==> src/rtl/ked_pkg.sv <==
// ----------------------------------------------------------------------------
// Key event detector package
// Field widths, command codes and tick conversion constants.
// ----------------------------------------------------------------------------
package ked_pkg;

  localparam int CMD_W  = 4;
  localparam int KEY_W  = 8;
  localparam int DUR_W  = 16;

  // One tick in milliseconds and the fixed double click window.
  localparam int TICK_MS          = 10;
  localparam int DOUBLE_WINDOW_MS = 500;

  typedef enum logic [CMD_W-1:0] {
    CMD_TICK          = 4'd0,
    CMD_ARM_LONG      = 4'd1,
    CMD_ARM_CYCLIC    = 4'd2,
    CMD_ARM_DOUBLE    = 4'd3,
    CMD_ARM_RELEASE   = 4'd4,
    CMD_CLEAR_LONG    = 4'd5,
    CMD_CLEAR_DOUBLE  = 4'd6,
    CMD_CLEAR_RELEASE = 4'd7,
    CMD_ACK           = 4'd8
  } cmd_t;

  // ms / TICK_MS by multiply with a rounded-up reciprocal. With the shift at
  // DUR_W + ceil(log2(TICK_MS)) the error term stays below one part in
  // TICK_MS, so the truncated quotient is exact for every DUR_W-bit value.
  localparam int TICK_SHIFT = DUR_W + $clog2(TICK_MS);
  localparam longint TICK_RECIP_L =
    ((longint'(1) << TICK_SHIFT) + longint'(TICK_MS) - 1) / longint'(TICK_MS);
  localparam logic [DUR_W:0] TICK_RECIP = (DUR_W+1)'(TICK_RECIP_L);

  localparam logic [DUR_W-1:0] DOUBLE_WINDOW_TICKS =
    DUR_W'(DOUBLE_WINDOW_MS / TICK_MS);

endpackage

==> src/rtl/ked_if.sv <==
// ----------------------------------------------------------------------------
// Key event detector channels
// Command channel and status channel, valid/ready handshake.
// ----------------------------------------------------------------------------
interface ked_cmd_if;
  import ked_pkg::*;

  logic             valid;
  logic             ready;
  logic [CMD_W-1:0] cmd;
  logic [KEY_W-1:0] key_code;
  logic [DUR_W-1:0] duration_ms;

  modport source (output valid, cmd, key_code, duration_ms, input ready);
  modport sink   (input valid, cmd, key_code, duration_ms, output ready);
endinterface

interface ked_status_if;
  import ked_pkg::*;

  logic             valid;
  logic             ready;
  logic             key_pending;
  logic [KEY_W-1:0] current_key;
  logic             long_status;
  logic             cyclic_status;
  logic             double_status;
  logic             release_status;

  modport source (output valid, key_pending, current_key, long_status, cyclic_status,
                  double_status, release_status, input ready);
  modport sink   (input valid, key_pending, current_key, long_status, cyclic_status,
                  double_status, release_status, output ready);
endinterface

==> src/rtl/key_event_detector.sv <==
// ----------------------------------------------------------------------------
// Key event detector
// Tracks a sampled key per tick and flags press, long press, cyclic repeat,
// double click and release events; one status transfer per command.
// ----------------------------------------------------------------------------
//  channel   | dir | payload                                   | handshake
//  ----------+-----+-------------------------------------------+-----------
//  request   | in  | cmd, key_code, duration_ms                | valid/ready
//  response  | out | key_pending, current_key, long_status,    | valid/ready
//            |     | cyclic_status, double_status, release_status
//
//  One command per cycle sustained while response is not stalled; a command
//  passes the input register, then the result register, to response valid.
//  The ms-to-tick multiply sits before the input register; the state update
//  is one pass of compares and decrements before the result register.
//  rst is synchronous: clears state, both valid flags and all armed modes.
//  A stall on response holds the result; the input register then fills and
//  request.ready drops until the result is taken.
// ----------------------------------------------------------------------------
module key_event_detector (
  input  logic          clk,
  input  logic          rst,
  ked_cmd_if.sink       request,
  ked_status_if.source  response
);
  import ked_pkg::*;

  // Input register
  logic             s1_valid;
  cmd_t             s1_cmd;
  logic [KEY_W-1:0] s1_key;
  logic [DUR_W-1:0] s1_ticks;

  // Result register
  logic             out_valid;

  // Detector state
  logic [KEY_W-1:0] last_key,      last_key_next;
  logic [DUR_W-1:0] hold_count,    hold_count_next;
  logic [DUR_W-1:0] window_count,  window_count_next;
  logic             long_armed,    long_armed_next;
  logic             cyclic_armed,  cyclic_armed_next;
  logic             double_armed,  double_armed_next;
  logic             release_armed, release_armed_next;
  logic             long_fired,    long_fired_next;
  logic             cyclic_fired,  cyclic_fired_next;
  logic             double_seen,   double_seen_next;
  logic             release_seen,  release_seen_next;
  logic             key_held,      key_held_next;
  logic             pending_flag,  pending_flag_next;

  logic             out_free;
  logic             s1_advance;
  logic             in_xfer;
  logic [2*DUR_W:0] dur_prod;
  logic [DUR_W-1:0] dur_ticks;
  logic [DUR_W-1:0] hold_dec;

  // Result register frees when empty or when its transfer completes.
  assign out_free   = !out_valid || response.ready;
  assign s1_advance = s1_valid && out_free;
  assign request.ready = !s1_valid || s1_advance;
  assign in_xfer    = request.valid && request.ready;

  // Convert hold time to ticks on the way in.
  assign dur_prod  = {1'b0, request.duration_ms} * TICK_RECIP;
  assign dur_ticks = DUR_W'(dur_prod >> TICK_SHIFT);

  always_ff @(posedge clk) begin
    if (rst) begin
      s1_valid <= 1'b0;
    end else if (in_xfer) begin
      s1_valid <= 1'b1;
    end else if (s1_advance) begin
      s1_valid <= 1'b0;
    end
  end

  // Payload: load on transfer, no reset needed.
  always_ff @(posedge clk) begin
    if (in_xfer) begin
      s1_cmd   <= cmd_t'(request.cmd);
      s1_key   <= request.key_code;
      s1_ticks <= dur_ticks;
    end
  end

  assign hold_dec = (hold_count != '0) ? hold_count - 1'b1 : hold_count;

  // One pass of the command over the state.
  always_comb begin
    last_key_next      = last_key;
    hold_count_next    = hold_count;
    window_count_next  = window_count;
    long_armed_next    = long_armed;
    cyclic_armed_next  = cyclic_armed;
    double_armed_next  = double_armed;
    release_armed_next = release_armed;
    long_fired_next    = long_fired;
    cyclic_fired_next  = cyclic_fired;
    double_seen_next   = double_seen;
    release_seen_next  = release_seen;
    key_held_next      = key_held;
    pending_flag_next  = pending_flag;

    unique case (s1_cmd)
      CMD_TICK: begin
        // Window counts down; an expired window disarms double click.
        if (window_count != '0) begin
          window_count_next = window_count - 1'b1;
        end else begin
          double_armed_next = 1'b0;
        end

        if (s1_key != '0) begin
          hold_count_next = hold_dec;
          if (s1_key == last_key) begin
            // Continued hold: long fires once, cyclic on every tick once the hold count has run out.
            if (long_armed && hold_dec == '0) begin
              if (!long_fired) begin
                pending_flag_next = 1'b1;
              end
              long_fired_next = 1'b1;
            end
            if (cyclic_armed && hold_dec == '0) begin
              pending_flag_next = 1'b1;
              cyclic_fired_next = 1'b1;
            end
          end else if (double_armed_next && window_count_next != '0) begin
            // New code inside an open window counts as a double click.
            pending_flag_next = 1'b1;
            double_seen_next  = 1'b1;
          end
          if (!key_held) begin
            pending_flag_next = 1'b1;
          end
          last_key_next     = s1_key;
          release_seen_next = 1'b0;
          key_held_next     = 1'b1;
        end else begin
          // Release: keep the code only when release reporting is armed.
          if (release_armed) begin
            if (key_held) begin
              pending_flag_next = 1'b1;
              release_seen_next = 1'b1;
            end
          end else begin
            last_key_next = '0;
          end
          cyclic_armed_next = 1'b0;
          long_armed_next   = 1'b0;
          long_fired_next   = 1'b0;
          cyclic_fired_next = 1'b0;
          double_seen_next  = 1'b0;
          key_held_next     = 1'b0;
        end
      end
      CMD_ARM_LONG: begin
        if (!long_armed) begin
          long_armed_next = 1'b1;
          hold_count_next = s1_ticks;
        end
      end
      CMD_ARM_CYCLIC: begin
        // Always reload; long and cyclic share the hold counter.
        cyclic_armed_next = 1'b1;
        hold_count_next   = s1_ticks;
      end
      CMD_ARM_DOUBLE: begin
        if (!double_armed) begin
          double_armed_next = 1'b1;
          window_count_next = DOUBLE_WINDOW_TICKS;
        end
      end
      CMD_ARM_RELEASE:   release_armed_next = 1'b1;
      CMD_CLEAR_LONG:    long_armed_next    = 1'b0;
      CMD_CLEAR_DOUBLE:  double_armed_next  = 1'b0;
      CMD_CLEAR_RELEASE: release_armed_next = 1'b0;
      CMD_ACK:           pending_flag_next  = 1'b0;
      default: begin
        // Unused codes leave the state alone.
      end
    endcase
  end

  // Commit the state when the command moves into the result register.
  always_ff @(posedge clk) begin
    if (rst) begin
      last_key      <= '0;
      hold_count    <= '0;
      window_count  <= '0;
      long_armed    <= 1'b0;
      cyclic_armed  <= 1'b0;
      double_armed  <= 1'b0;
      release_armed <= 1'b0;
      long_fired    <= 1'b0;
      cyclic_fired  <= 1'b0;
      double_seen   <= 1'b0;
      release_seen  <= 1'b0;
      key_held      <= 1'b0;
      pending_flag  <= 1'b0;
    end else if (s1_advance) begin
      last_key      <= last_key_next;
      hold_count    <= hold_count_next;
      window_count  <= window_count_next;
      long_armed    <= long_armed_next;
      cyclic_armed  <= cyclic_armed_next;
      double_armed  <= double_armed_next;
      release_armed <= release_armed_next;
      long_fired    <= long_fired_next;
      cyclic_fired  <= cyclic_fired_next;
      double_seen   <= double_seen_next;
      release_seen  <= release_seen_next;
      key_held      <= key_held_next;
      pending_flag  <= pending_flag_next;
    end
  end

  // Result valid: set on advance, drop once the transfer completes.
  always_ff @(posedge clk) begin
    if (rst) begin
      out_valid <= 1'b0;
    end else if (s1_advance) begin
      out_valid <= 1'b1;
    end else if (response.ready) begin
      out_valid <= 1'b0;
    end
  end

  // Result payload: snapshot of the state after the command.
  always_ff @(posedge clk) begin
    if (s1_advance) begin
      response.key_pending    <= pending_flag_next;
      response.current_key    <= last_key_next;
      response.long_status    <= long_fired_next;
      response.cyclic_status  <= cyclic_fired_next;
      response.double_status  <= double_seen_next;
      response.release_status <= release_seen_next;
    end
  end

  assign response.valid = out_valid;

endmodule

==> src/flat_wrapper.sv <==
// flat-port wrapper written by rule: the top's interface ports become plain ports
module key_event_detector_flat import ked_pkg::*;
  (clk, rst, request_valid, request_cmd, request_key_code, request_duration_ms, request_ready, response_valid, response_key_pending, response_current_key, response_long_status, response_cyclic_status, response_double_status, response_release_status, response_ready);
  ked_cmd_if request_i ();
  ked_status_if response_i ();
  input  logic clk;
  input  logic rst;
  input wire logic [$bits(request_i.valid)-1:0] request_valid;
  input wire logic [$bits(request_i.cmd)-1:0] request_cmd;
  input wire logic [$bits(request_i.key_code)-1:0] request_key_code;
  input wire logic [$bits(request_i.duration_ms)-1:0] request_duration_ms;
  output wire logic [$bits(request_i.ready)-1:0] request_ready;
  output wire logic [$bits(response_i.valid)-1:0] response_valid;
  output wire logic [$bits(response_i.key_pending)-1:0] response_key_pending;
  output wire logic [$bits(response_i.current_key)-1:0] response_current_key;
  output wire logic [$bits(response_i.long_status)-1:0] response_long_status;
  output wire logic [$bits(response_i.cyclic_status)-1:0] response_cyclic_status;
  output wire logic [$bits(response_i.double_status)-1:0] response_double_status;
  output wire logic [$bits(response_i.release_status)-1:0] response_release_status;
  input wire logic [$bits(response_i.ready)-1:0] response_ready;
  assign request_i.valid = request_valid;
  assign request_i.cmd = request_cmd;
  assign request_i.key_code = request_key_code;
  assign request_i.duration_ms = request_duration_ms;
  assign request_ready = request_i.ready;
  assign response_valid = response_i.valid;
  assign response_key_pending = response_i.key_pending;
  assign response_current_key = response_i.current_key;
  assign response_long_status = response_i.long_status;
  assign response_cyclic_status = response_i.cyclic_status;
  assign response_double_status = response_i.double_status;
  assign response_release_status = response_i.release_status;
  assign response_i.ready = response_ready;
  key_event_detector u_core (.clk(clk), .rst(rst), .request(request_i), .response(response_i));
endmodule
==> config.mk <==
export PLATFORM = sky130hd
export DESIGN_NAME = key_event_detector_flat
export DESIGN_NICKNAME = d
export VERILOG_FILES = /design/src/rtl/ked_pkg.sv /design/src/rtl/ked_if.sv /design/src/rtl/key_event_detector.sv /design/src/flat_wrapper.sv
export SDC_FILE = /design/constraint.sdc
export NUM_CORES = 1
export LEC_CHECK = 0
export BUFFER_PORTS_ARGS = -buffer_cell sky130_fd_sc_hd__buf_2
export CORE_AREA = 5 5 154 119
export CTS_CLUSTER_DIAMETER = 200
export CTS_CLUSTER_SIZE = 20
export DETAILED_ROUTE_END_ITERATION = 16
export DIE_AREA = 0 0 159 124
export GPL_ROUTABILITY_DRIVEN = 0
export PLACE_DENSITY = 0.72
export SLEW_MARGIN = 30
export SYNTH_ARGS = -nofsm -noshare
export SYNTH_HDL_FRONTEND = slang
export SYNTH_SLANG_ARGS = --single-unit
==> constraint.sdc <==
create_clock -name clk -period 9.95 [get_ports clk]
set_input_delay 1.99 -clock clk [delete_from_list [all_inputs] [get_ports clk]]
set_output_delay 1.99 -clock clk [all_outputs]
set_load 0.05 [all_outputs]
==> reports/qor.yml, run 1 <==
route:
  drt_iter0_drc: 507
  vias: 6967
  dr.pass1.iters: 5
  via_per_inst: 5.66
  wl_mm: 19.8
  ant_nets: 0
  drc_errors: 0
  detail_route.wl_per_cell_um: 16.1
place:
  io_buffers: 46
  hpwlAfterDp_mm: 16.2
  dp.cells: 1215
global_route:
  gr-usage-all-layers_pct: 20.4
  grt_pass1_vias: 6409
  met2_usage_pct: 28.6
  met3_usage_pct: 4.90
  gr-total-overflow: 0
  grt_pass1_wl_mm: 32.6
  globalRoute.busiestLayer: "met1"
  grt_max_degree: 51
  use_met1_pct: 32.4
  antenna_found_initial: 0
hold_path:
  hold_path.class: "reg -> reg"
  min_path_cells: 2
cts:
  cts_made_buffers: 9
  clock_latency_ps: 340
  cts_hold_buffers: 0
  clkTransAtPathRegs_ps: 70
  cts_root_buffer: "clkbuf_16"
  postCtsSetupBuffers: 0
  cts_resized: 0
  cts_tree: "yes"
  ctsHtreeMaxLevel: 3
  cts_max_path_buffers: 2
  clock-sinks: 90
sta:
  tns_ps: 0
  whs_ps: 462
  drv_slew: 0
  relSlewSlack_pct: 39.4
  max_freq_mhz: 137
  hold_violations: 0
  tightest_slew_ps: 908
  finClkSkew_ps: 9.70
  rsz0062_at_grt: "no"
  setup_viol_count_final: 0
  fin_crit_sh_pct: 73.5
  post-route-min-period_ps: 7310
layout:
  drive_gt1_share_pct: 8.46
  seq_area_um2: 2180
  final_cell_count_no_fill: 1231
  area_growth_pct: 7.53
  fill_cells: 1460
  fin_util_pct: 58.5
  fin_nets: 1254
  antenna_cells: 0
  multiInputGateArea_um2: 6010
critical_path:
  critical_path_required_ps: 10040
  reg2reg_to: "u_core.response.key_pending$_DFFE_PP_"
  cp-start-kind: "input port"
  rrSetupSlack_ps: 6890
  endpoint: "u_core.s1_ticks[5]$_DFFE_PP_"
  cp-end-kind: "flop"
  reg2reg_depth: 10
  regToRegStartpoint: "u_core.hold_count[0]$_SDFFE_PP0P_"
  crit_start: "request_duration_ms[10]"
  cp_max_fo: 5
  cp.arrival_ps: 7410
  critPathKind: "in -> reg"
logic_synthesis:
  synth_seq_area_share_pct: 24.2
  ys_ff_latch: 90
  synthTopCellsByCount: "183 x inv_1, 132 x ha_1, 79 x fa_1, 70 x nor2_1"
  synth_area_per_cell_um2: 9.18
  yosys.area.top_type: "ha_1"
  syn_area_um2: 9010
  synth_cell_types: 76
  yosysWarnings: 0
  ys.flop_type: "dfxtp_1"
  synth_area_leaders: "ha_1 18%, fa_1 18%, edfxtp_1 13%"
  synth.most_common_cell: "inv_1"
  syn_inst: 982
  syn_nets: 1225
  async_reset_ff_share_pct: 0
  synth_edf_count: 38
  yosys.area.top_type_share_pct: 18.3
floorplanning:
  ios: 47
  core-area_um2: 16600
  initial_core_util_pct: 54.4
  die_x_um: 159
  die_area_um2: 19700
  die_h_um: 124
  num_rows: 41
status:
  status: "complete, no violations"
power:
  p_total_mw: 2.21
  p_per_area_nw_per_um2: 228
  p_leak_nw: 4.50
  ir_drop_mv: 0.215
run:
  maxCapViolCount: 0
==> layer usage <==
layer  part of all wire, %  routed length [µm]
met2                    41                8080
met1                    52               10300
met5                     0                   0
met3                   6.6                1300
met4                  0.74                 147
==> area by class of cell <==
type	instances	share of cell area (%)
repair buffers	48	2.56
multi-input cells	679	62.0
inverters	183	7.09
well taps	215	2.78
clock buffers	9	2.32
flip-flops and latches	90	22.5
clock inverters	7	0.749
==> layout by cell type, fill, tap and decap left out, types with 3 or more instances in the layout <==
master     synthesis  final
o31ai_1            7      7
nor4_1             9      9
nor4_2             3      3
clkbuf_16          0      9
and3_1             4      4
xnor2_1           13     13
a21o_1             4      4
buf_4              2      3
a211oi_1          10     10
xor2_1            19     19
nand2b_1           7      7
nor3b_1            3      3
a311oi_1           5      5
nor2b_1            4      4
inv_1            183    183
a221oi_1           4      4
a21oi_1           64     64
buf_2              3     45
o21a_1             3      3
o21ai_1            3      3
nor3_2             3      3
nand2_1           64     64
ha_1             132    132
or3_1              3      3
nor3_1            30     29
a22oi_1            4      4
a22o_1             8      8
edfxtp_1          38     38
nand3b_1           6      6
nor2_1            70     70
o211ai_1           4      4
dfxtp_1           52     52
o21ai_0           40     40
fa_1              79     79
a31oi_1            8      8
nand3_1           13     13
nor4_4             3      3
and2_1             3      3
nand4_1            7      7
==> cell families after synthesis <==
family          share of synthesized area (%)
mux                                     0.347
fa+ha+maj                                35.9
flops                                    24.2
buf+inv                                  9.26
xor+xnor                                 3.11
simple gates                             14.5
compound gates                           12.6
==> where the power goes <==
| part | internal, mW | switching [mW] | leakage, nW |
|---|---|---|---|
| Clock | 0.177 | 0.155 | 0.143 |
| Combinational | 0.593 | 0.794 | 3.57 |
| Sequential | 0.473 | 0.0160 | 0.794 |
==> how the worst min path moves through the flow <==
stage                     slack [ps]                          endpoint                             start
after floorplan                  440  u_core.release_seen$_SDFFE_PP0P_  u_core.release_seen$_SDFFE_PP0P_
after global placement           450  u_core.release_seen$_SDFFE_PP0P_  u_core.release_seen$_SDFFE_PP0P_
after detailed placement         460  u_core.release_seen$_SDFFE_PP0P_  u_core.release_seen$_SDFFE_PP0P_
after CTS                        460  u_core.release_seen$_SDFFE_PP0P_  u_core.release_seen$_SDFFE_PP0P_
after global routing             510   u_core.last_key[3]$_SDFFE_PP0P_   u_core.last_key[3]$_SDFFE_PP0P_
final                            460  u_core.release_seen$_SDFFE_PP0P_  u_core.release_seen$_SDFFE_PP0P_
==> metrics by stage <==
| stage | setup WS [ps] | cell area, µm² |
|---|---|---|
| after global routing | 2370 | 9690 |
| after floorplan | 3080 | 9010 |
| after detailed placement | 2320 | 9390 |
| after global placement | 2470 | 9380 |
| after CTS | 2690 | 9690 |
| final | 2640 | 9690 |
==> registers in the layout, summed over array words and instances, names as in the netlist, 4 cells and up <==
name,flops
u_core.hold_count,16
u_core.window_count,16
u_core.s1_ticks,13
u_core.last_key,8
u_core.response.current_key,8
u_core.s1_key,8
u_core.s1_cmd,4
==> critical path: stages <==
cell and delay, ps:
buf_2 160, ha_1 370, ha_1 290, inv_1 50, fa_1 500, inv_1 60
fa_1 470, fa_1 540, inv_1 50, fa_1 530, inv_1 40, ha_1 320
and4_1 200, nor3b_1 140, a22oi_1 290, o311ai_1 190, a2111oi_0 740, nor2_1 160
a21oi_1 210, xnor2_1 80
Power figures use the tool's default switching activity.
==> inputs of run 2 (changes only) <==
- ABC_AREA: unset -> 1
- CORE_AREA: 5 5 154 119 -> 5 5 159 123
- DIE_AREA: 0 0 159 124 -> 0 0 164 128
- PLACE_DENSITY: 0.72 -> 0.74
- clock period: 9.95 -> 6.4 ns (I/O delays scaled with it)
==> reports/qor.yml, run 2 <==
global_route:
  grt_pass1_vias: 7495  # was 6409
  antenna_found_initial: 0  # unchanged
  gr-usage-all-layers_pct: 22.1  # was 20.4%
  gr-total-overflow: 0  # unchanged
  grt_pass1_wl_mm: 37.3  # was 32.6 mm
  grt_max_degree: 48  # was 51
layout:
  area_growth_pct: 8.48  # was 7.53%
  final_cell_count_no_fill: 1503  # was 1231
  antenna_cells: 0  # unchanged
  fin_util_pct: 57.6  # was 58.5%
  mostFrequentLayoutCells: "271 x inv_1, 205 x nand2_1, 132 x ha_1, 97 x nor2_1, 88 x a21oi_1"  # was 183 x inv_1, 132 x ha_1, 79 x fa_1, 70 x nor2_1
  fin_area_um2: 10400  # was 9690 µm²
  fill_cells: 1682  # was 1460
  fin_nets: 1494  # was 1254
  drive_gt1_share_pct: 7.80  # was 8.46%
  reg_top3: "u_core.hold_count (16), u_core.window_count (16), u_core.s1_ticks (13)"  # unchanged
  layout_commonest_cell: "inv_1"  # unchanged
critical_path:
  crit_cells: 21  # was 20
  cpMaxStageDelayCell: "fa_1"  # was a2111oi_0
  critPathKind: "in -> reg"  # unchanged
  rrSetupSlack_ps: 3450  # was 6890 ps
  critical_path_required_ps: 6470  # was 10040 ps
  reg2reg_to: "u_core.response.key_pending$_DFFE_PP_"  # unchanged
  critical-path-max-stage-delay_ps: 550  # was 740 ps
  path_buf_inv: 6  # was 5
  cp.arrival_ps: 5970  # was 7410 ps
  cp_top_family: "adder cells"  # unchanged
  crit_start: "request_duration_ms[10]"  # unchanged
  cp_max_fo: 5  # unchanged
  reg2reg_depth: 17  # was 10
  cp-end-kind: "flop"  # unchanged
  worst_path_most_repeated_cell: "inv_1"
  cp-start-kind: "input port"  # unchanged
  regToRegStartpoint: "u_core.window_count[0]$_SDFFE_PP0P_"  # was u_core.hold_count[0]$_SDFFE_PP0P_
  path_cells: "buf_2, ha_1, ha_1, inv_1, fa_1, inv_1, fa_1, fa_1, inv_1, fa_1, inv_1, ha_1, a21oi_1, inv_1, a31oi_1, o21ai_0, nand2_1, nand3_1, nand2_1, o311ai_0, xor2_1"  # was buf_2, ha_1, ha_1, inv_1, fa_1, inv_1, fa_1, fa_1, inv_1, fa_1, inv_1, ha_1, and4_1, nor3b_1, a22oi_1, o311ai_1, a2111oi_0, nor2_1, a21oi_1, xnor2_1
  endpoint: "u_core.s1_ticks[11]$_DFFE_PP_"  # was u_core.s1_ticks[5]$_DFFE_PP_
cts:
  clock_latency_ps: 350  # was 340 ps
  ctsHtreeMaxLevel: 3  # unchanged
  clock-sinks: 90  # unchanged
  cts_root_buffer: "clkbuf_16"  # unchanged
  cts_max_path_buffers: 2  # unchanged
  cts_resized: 0  # unchanged
  cts_tree: "yes"  # unchanged
  postCtsSetupBuffers: 0  # unchanged
  clkTransAtPathRegs_ps: 70  # about the same
  cts_made_buffers: 9  # unchanged
  cts_hold_buffers: 0  # unchanged
logic_synthesis:
  syn_nets: 1450  # was 1225
  ys.flop_type: "dfxtp_1"  # unchanged
  synth_cell_types: 40  # was 76
  synthTopCellsByCount: "272 x inv_1, 205 x nand2_1, 132 x ha_1, 98 x nor2_1, 88 x a21oi_1"  # was 183 x inv_1, 132 x ha_1, 79 x fa_1, 70 x nor2_1
  syn_area_um2: 9540  # was 9010 µm²
  syn_inst: 1207  # was 982
  yosys.area.top_type_share_pct: 17.3  # was 18.3%
  synth_seq_area_share_pct: 22.9  # was 24.2%
  synth.most_common_cell: "inv_1"  # unchanged
  yosys.area.top_type: "ha_1"  # unchanged
  synth_edf_count: 38  # unchanged
  ys_ff_latch: 90  # unchanged
  synth_area_leaders: "ha_1 17%, fa_1 17%, edfxtp_1 12%"  # was ha_1 18%, fa_1 18%, edfxtp_1 13%
  synth_area_per_cell_um2: 7.91  # was 9.18 µm²
  yosysWarnings: 0  # unchanged
  async_reset_ff_share_pct: 0  # unchanged
floorplanning:
  core-area_um2: 18000  # was 16600 µm²
  num_rows: 43  # was 41
  die_h_um: 128  # was 124 µm
  initial_core_util_pct: 53.1  # was 54.4%
  die_x_um: 164  # was 159 µm
  ios: 47  # unchanged
  die_area_um2: 21000  # was 19700 µm²
status:
  status: "complete, no violations"  # unchanged
place:
  hpwlAfterDp_mm: 18.4  # was 16.2 mm
  io_buffers: 46  # unchanged
  dp.cells: 1487  # was 1215
  post_dp_cell_area_um2: 10100  # was 9390 µm²
  pre_cts_slack_ps: 200  # was 2320 ps
route:
  via_per_inst: 5.28  # was 5.66
  detail_route.wl_per_cell_um: 14.8  # was 16.1 µm
  vias: 7939  # was 6967
  dr.pass1.iters: 5  # unchanged
  drc_errors: 0  # unchanged
  wl_mm: 22.2  # was 19.8 mm
  ant_nets: 0  # unchanged
  drt_iter0_drc: 742  # was 507
run:
  maxCapViolCount: 0  # unchanged
sta:
  tns_ps: 0  # unchanged
  tightest_slew_ps: 735  # was 908 ps
  fin_crit_sh_pct: 92.1
  hold_violations: 0  # unchanged
  post-route-min-period_ps: 5900
  finalWorstSetupSlack_ps: 504  # was 2640 ps
  setup_viol_count_final: 0  # unchanged
  relSlewSlack_pct: 51.0  # was 39.4%
  rsz0062_at_grt: "no"  # unchanged
  max_freq_mhz: 170
  whs_ps: 481  # was 462 ps
  drv_slew: 0  # unchanged
  finClkSkew_ps: 11.4  # was 9.70 ps
power:
  p_leak_nw: 5.46  # was 4.50 nW
  ir_drop_mv: 0.493  # was 0.215 mV
  p_per_area_nw_per_um2: 426  # was 228 nW/µm²
  p_total_mw: 4.41  # was 2.21 mW
hold_path:
  hold_path.class: "reg -> reg"  # unchanged
## run 2: changes by cell type after synthesis, sizes merged, moves of 8 or more
cell	change
inv	+94
nor3	-19
nand2	+145
nor2	+43
nor4	-10
nand3	+33
a21oi	+26
clkbuf	-8
a22o	-8
## run 2: how the worst min path moves through the flow
stage                                           startpoint                                to  slack [ps]  cells past startpoint
after floorplan           u_core.release_seen$_SDFFE_PP0P_  u_core.release_seen$_SDFFE_PP0P_         440                      2
after global placement    u_core.release_seen$_SDFFE_PP0P_  u_core.release_seen$_SDFFE_PP0P_         460                      2
after detailed placement  u_core.release_seen$_SDFFE_PP0P_  u_core.release_seen$_SDFFE_PP0P_         470                      2
after CTS                 u_core.release_seen$_SDFFE_PP0P_  u_core.release_seen$_SDFFE_PP0P_         480                      2
after global routing      u_core.release_seen$_SDFFE_PP0P_  u_core.release_seen$_SDFFE_PP0P_         510                      2
final                     u_core.release_seen$_SDFFE_PP0P_  u_core.release_seen$_SDFFE_PP0P_         480                      2
## run 2: cell families (layout without fill, tap and decap cells)
kind of cell	Yosys count	in the layout	share of synthesized area, %
adders and majority gates	211	211	33.9
and+or+nand+nor	404	404	18.2
buffers and inverters	296	345	11.7
AOI/OAI and AO/OA	173	173	10.3
xor gates and xnor gates	33	33	3.03
DFF	90	90	22.9
## run 2: cell type report
type,count,area [µm²],area share [%]
multi-input combinational,821,6240,60.3
sequential,90,2180,21.1
clock inverter,7,73.8,0.713
tap,247,309,2.99
clock buffer,9,225,2.18
timing repair buffer,51,274,2.65
inverter,278,1040,10.1
## run 2: report_power, final
part	internal, mW	switching (mW)
Combinational	1.11	1.99
Clock	0.277	0.253
Sequential	0.751	0.0229
## run 2: worst reg2reg max path: stages, from the launching register on
cell      delay, ps
dfxtp_1         340
inv_1           130
ha_1            270
nand2_1         130
nor2_2          190
nand2_1         430
nand2_1         300
nand2_1          90
nor2_1          110
nand3b_1        120
nor2_1          180
nor2_1           80
nor2_1           90
nand2_1          50
nand2_1          50
nand2_1          40
nand2_1          70
inv_1            50
## run 2: per-layer routing
| metal | share of wire [%] | global-route usage [%] |
|---|---|---|
| met2 | 40 | 31.0 |
| met5 | 0 | 0 |
| met4 | 0.43 | 2.51 |
| met3 | 9.4 | 5.82 |
| met1 | 50 | 35.0 |
==> inputs of run 3 (changes only) <==
- REMOVE_ABC_BUFFERS: unset -> 1
==> reports/qor.yml, run 3 (synthesized netlist as in run 2, its figures left out) <==
critical_path:
  path_cells: "buf_2, ha_1, xor2_1, ha_1, fa_1, inv_1, fa_1, inv_1, fa_1, inv_1, fa_1, inv_1, ha_1, a21oi_1, o21ai_0, a21oi_1, nand3_1, nand2_1, o311ai_0, xor2_1"  # was buf_2, ha_1, ha_1, inv_1, fa_1, inv_1, fa_1, fa_1, inv_1, fa_1, inv_1, ha_1, a21oi_1, inv_1, a31oi_1, o21ai_0, nand2_1, nand3_1, nand2_1, o311ai_0, xor2_1
  reg2reg_depth: 17  # unchanged
  cp_max_fo: 6  # was 5
  cp_top_family: "adder cells"  # unchanged
  critPathKind: "in -> reg"  # unchanged
  regToRegStartpoint: "u_core.window_count[0]$_SDFFE_PP0P_"  # unchanged
  critical-path-max-stage-delay_ps: 510  # was 550 ps
  cp.arrival_ps: 5900  # was 5970 ps
  path_buf_inv: 5  # was 6
  reg2reg_to: "u_core.response.key_pending$_DFFE_PP_"  # unchanged
  cpMaxStageDelayCell: "fa_1"  # unchanged
  cp-start-kind: "input port"  # unchanged
  crit_start: "request_duration_ms[4]"  # was request_duration_ms[10]
  rrSetupSlack_ps: 3510  # was 3450 ps
  critical_path_required_ps: 6490  # was 6470 ps
  cp-end-kind: "flop"  # unchanged
sta:
  rsz0062_at_grt: "no"  # unchanged
  hold_violations: 0  # unchanged
  whs_ps: 471  # was 481 ps
  tightest_slew_ps: 682  # was 735 ps
  setup_viol_count_final: 0  # unchanged
  max_freq_mhz: 172  # was 170 MHz
  tns_ps: 0  # unchanged
  fin_crit_sh_pct: 90.9  # was 92.1%
  drv_slew: 0  # unchanged
  post-route-min-period_ps: 5820  # was 5900 ps
  relSlewSlack_pct: 54.5  # was 51.0%
  finClkSkew_ps: 7.34  # was 11.4 ps
layout:
  final_cell_count_no_fill: 1502  # was 1503
  mostFrequentLayoutCells: "271 x inv_1, 205 x nand2_1, 132 x ha_1, 98 x nor2_1, 88 x a21oi_1"  # was 271 x inv_1, 205 x nand2_1, 132 x ha_1, 97 x nor2_1, 88 x a21oi_1
  area_growth_pct: 8.30  # was 8.48%
  antenna_cells: 0  # unchanged
  layout_commonest_cell: "inv_1"  # unchanged
  fin_nets: 1493  # was 1494
  fill_cells: 1663  # was 1682
  reg_top3: "u_core.hold_count (16), u_core.window_count (16), u_core.s1_ticks (13)"  # unchanged
  drive_gt1_share_pct: 7.65  # was 7.80%
  fin_area_um2: 10300  # was 10400 µm²
cts:
  cts_resized: 0  # unchanged
  cts_root_buffer: "clkbuf_16"  # unchanged
  clock-sinks: 90  # unchanged
  cts_tree: "yes"  # unchanged
  clock_latency_ps: 350  # about the same
  cts_made_buffers: 9  # unchanged
  ctsHtreeMaxLevel: 3  # unchanged
  clkTransAtPathRegs_ps: 70  # about the same
  postCtsSetupBuffers: 0  # unchanged
  cts_max_path_buffers: 2  # unchanged
  cts_hold_buffers: 0  # unchanged
place:
  post_dp_cell_area_um2: 10000  # was 10100 µm²
  dp.cells: 1486  # was 1487
  hpwlAfterDp_mm: 18.1  # was 18.4 mm
  io_buffers: 46  # unchanged
route:
  drt_iter0_drc: 686  # was 742
  wl_mm: 21.9  # was 22.2 mm
  drc_errors: 0  # unchanged
  vias: 7770  # was 7939
  ant_nets: 0  # unchanged
  detail_route.wl_per_cell_um: 14.6  # was 14.8 µm
  dr.pass1.iters: 5  # unchanged
  via_per_inst: 5.17  # was 5.28
global_route:
  gr-total-overflow: 0  # unchanged
  grt_pass1_vias: 7397  # was 7495
  grt_pass1_wl_mm: 36.8  # was 37.3 mm
  gr-usage-all-layers_pct: 21.9  # was 22.1%
  antenna_found_initial: 0  # unchanged
  grt_max_degree: 48  # unchanged
power:
  p_per_area_nw_per_um2: 413  # was 426 nW/µm²
  p_total_mw: 4.27  # was 4.41 mW
  ir_drop_mv: 0.318  # was 0.493 mV
  p_leak_nw: 5.45  # was 5.46 nW
floorplanning:
  die_area_um2: 21000  # unchanged
  ios: 47  # unchanged
  die_h_um: 128  # unchanged
  initial_core_util_pct: 53.1  # unchanged
  num_rows: 43  # unchanged
  core-area_um2: 18000  # unchanged
  die_x_um: 164  # unchanged
hold_path:
  min_to: "u_core.release_seen$_SDFFE_PP0P_"  # unchanged
  min_from: "u_core.release_seen$_SDFFE_PP0P_"  # unchanged
  hold_path.class: "reg -> reg"  # unchanged
  min_path_cells: 2  # unchanged
status:
  status: "complete, no violations"  # unchanged
run:
  maxCapViolCount: 0  # unchanged
-- run 3: per-stage QoR --
stage / util [%] / worst slack (ps)
finish: 57.5 / 585
global route: 57.5 / 318
CTS: 57.5 / 626
detailed placement: 55.9 / 243
global placement: 55.9 / 300
floorplan: - / 714
-- run 3: layout make-up --
class                   instances  area, µm²  share of cell area [%]
well taps                     247        309                    2.99
clock buffers                   9        225                    2.18
repair buffers                 50        263                    2.54
inverters                     278       1040                    10.1
flip-flops and latches         90       2180                    21.1
clock inverters                 7       70.1                   0.678
multi-input cells             821       6240                    60.4
-- run 3: worst max-delay path by stage --
stage | end | slack [ps] | cells past startpoint
3_5_place_dp | u_core.s1_ticks[11]$_DFFE_PP_ | 240 | 22
6_report | u_core.s1_ticks[11]$_DFFE_PP_ | 580 | 20
5_1_grt | u_core.s1_ticks[11]$_DFFE_PP_ | 320 | 22
4_1_cts | u_core.s1_ticks[11]$_DFFE_PP_ | 630 | 20
2_1_floorplan | u_core.s1_ticks[9]$_DFFE_PP_ | 710 | 20
3_3_place_gp | u_core.s1_ticks[11]$_DFFE_PP_ | 300 | 21
-- run 3: worst reg2reg max path: cells and delay by family (launching register included) --
family / cells / cell delay (ps)
adders and majority gates: 1 / 270
buffers and inverters: 2 / 170
DFF: 1 / 350
and+or+nand+nor: 14 / 1860
-- run 3: power breakdown --
group	internal, mW	total [mW]	switching (mW)	leakage (nW)
registers	0.751	0.776	0.0243	0.792
logic	1.10	2.97	1.87	4.52
clock network	0.274	0.520	0.246	0.142
total	2.13	4.27	2.14	5.45
-- run 3: routing by layer --
layer  track usage [%]  vias to the layer above  wire length, µm
met1              33.2                     3567            10800
li1                  -                     3935                -
met4              4.39                        0              353
met2              31.1                      235             8930
met5                 0                        -                0
met3              6.59                       33             1840
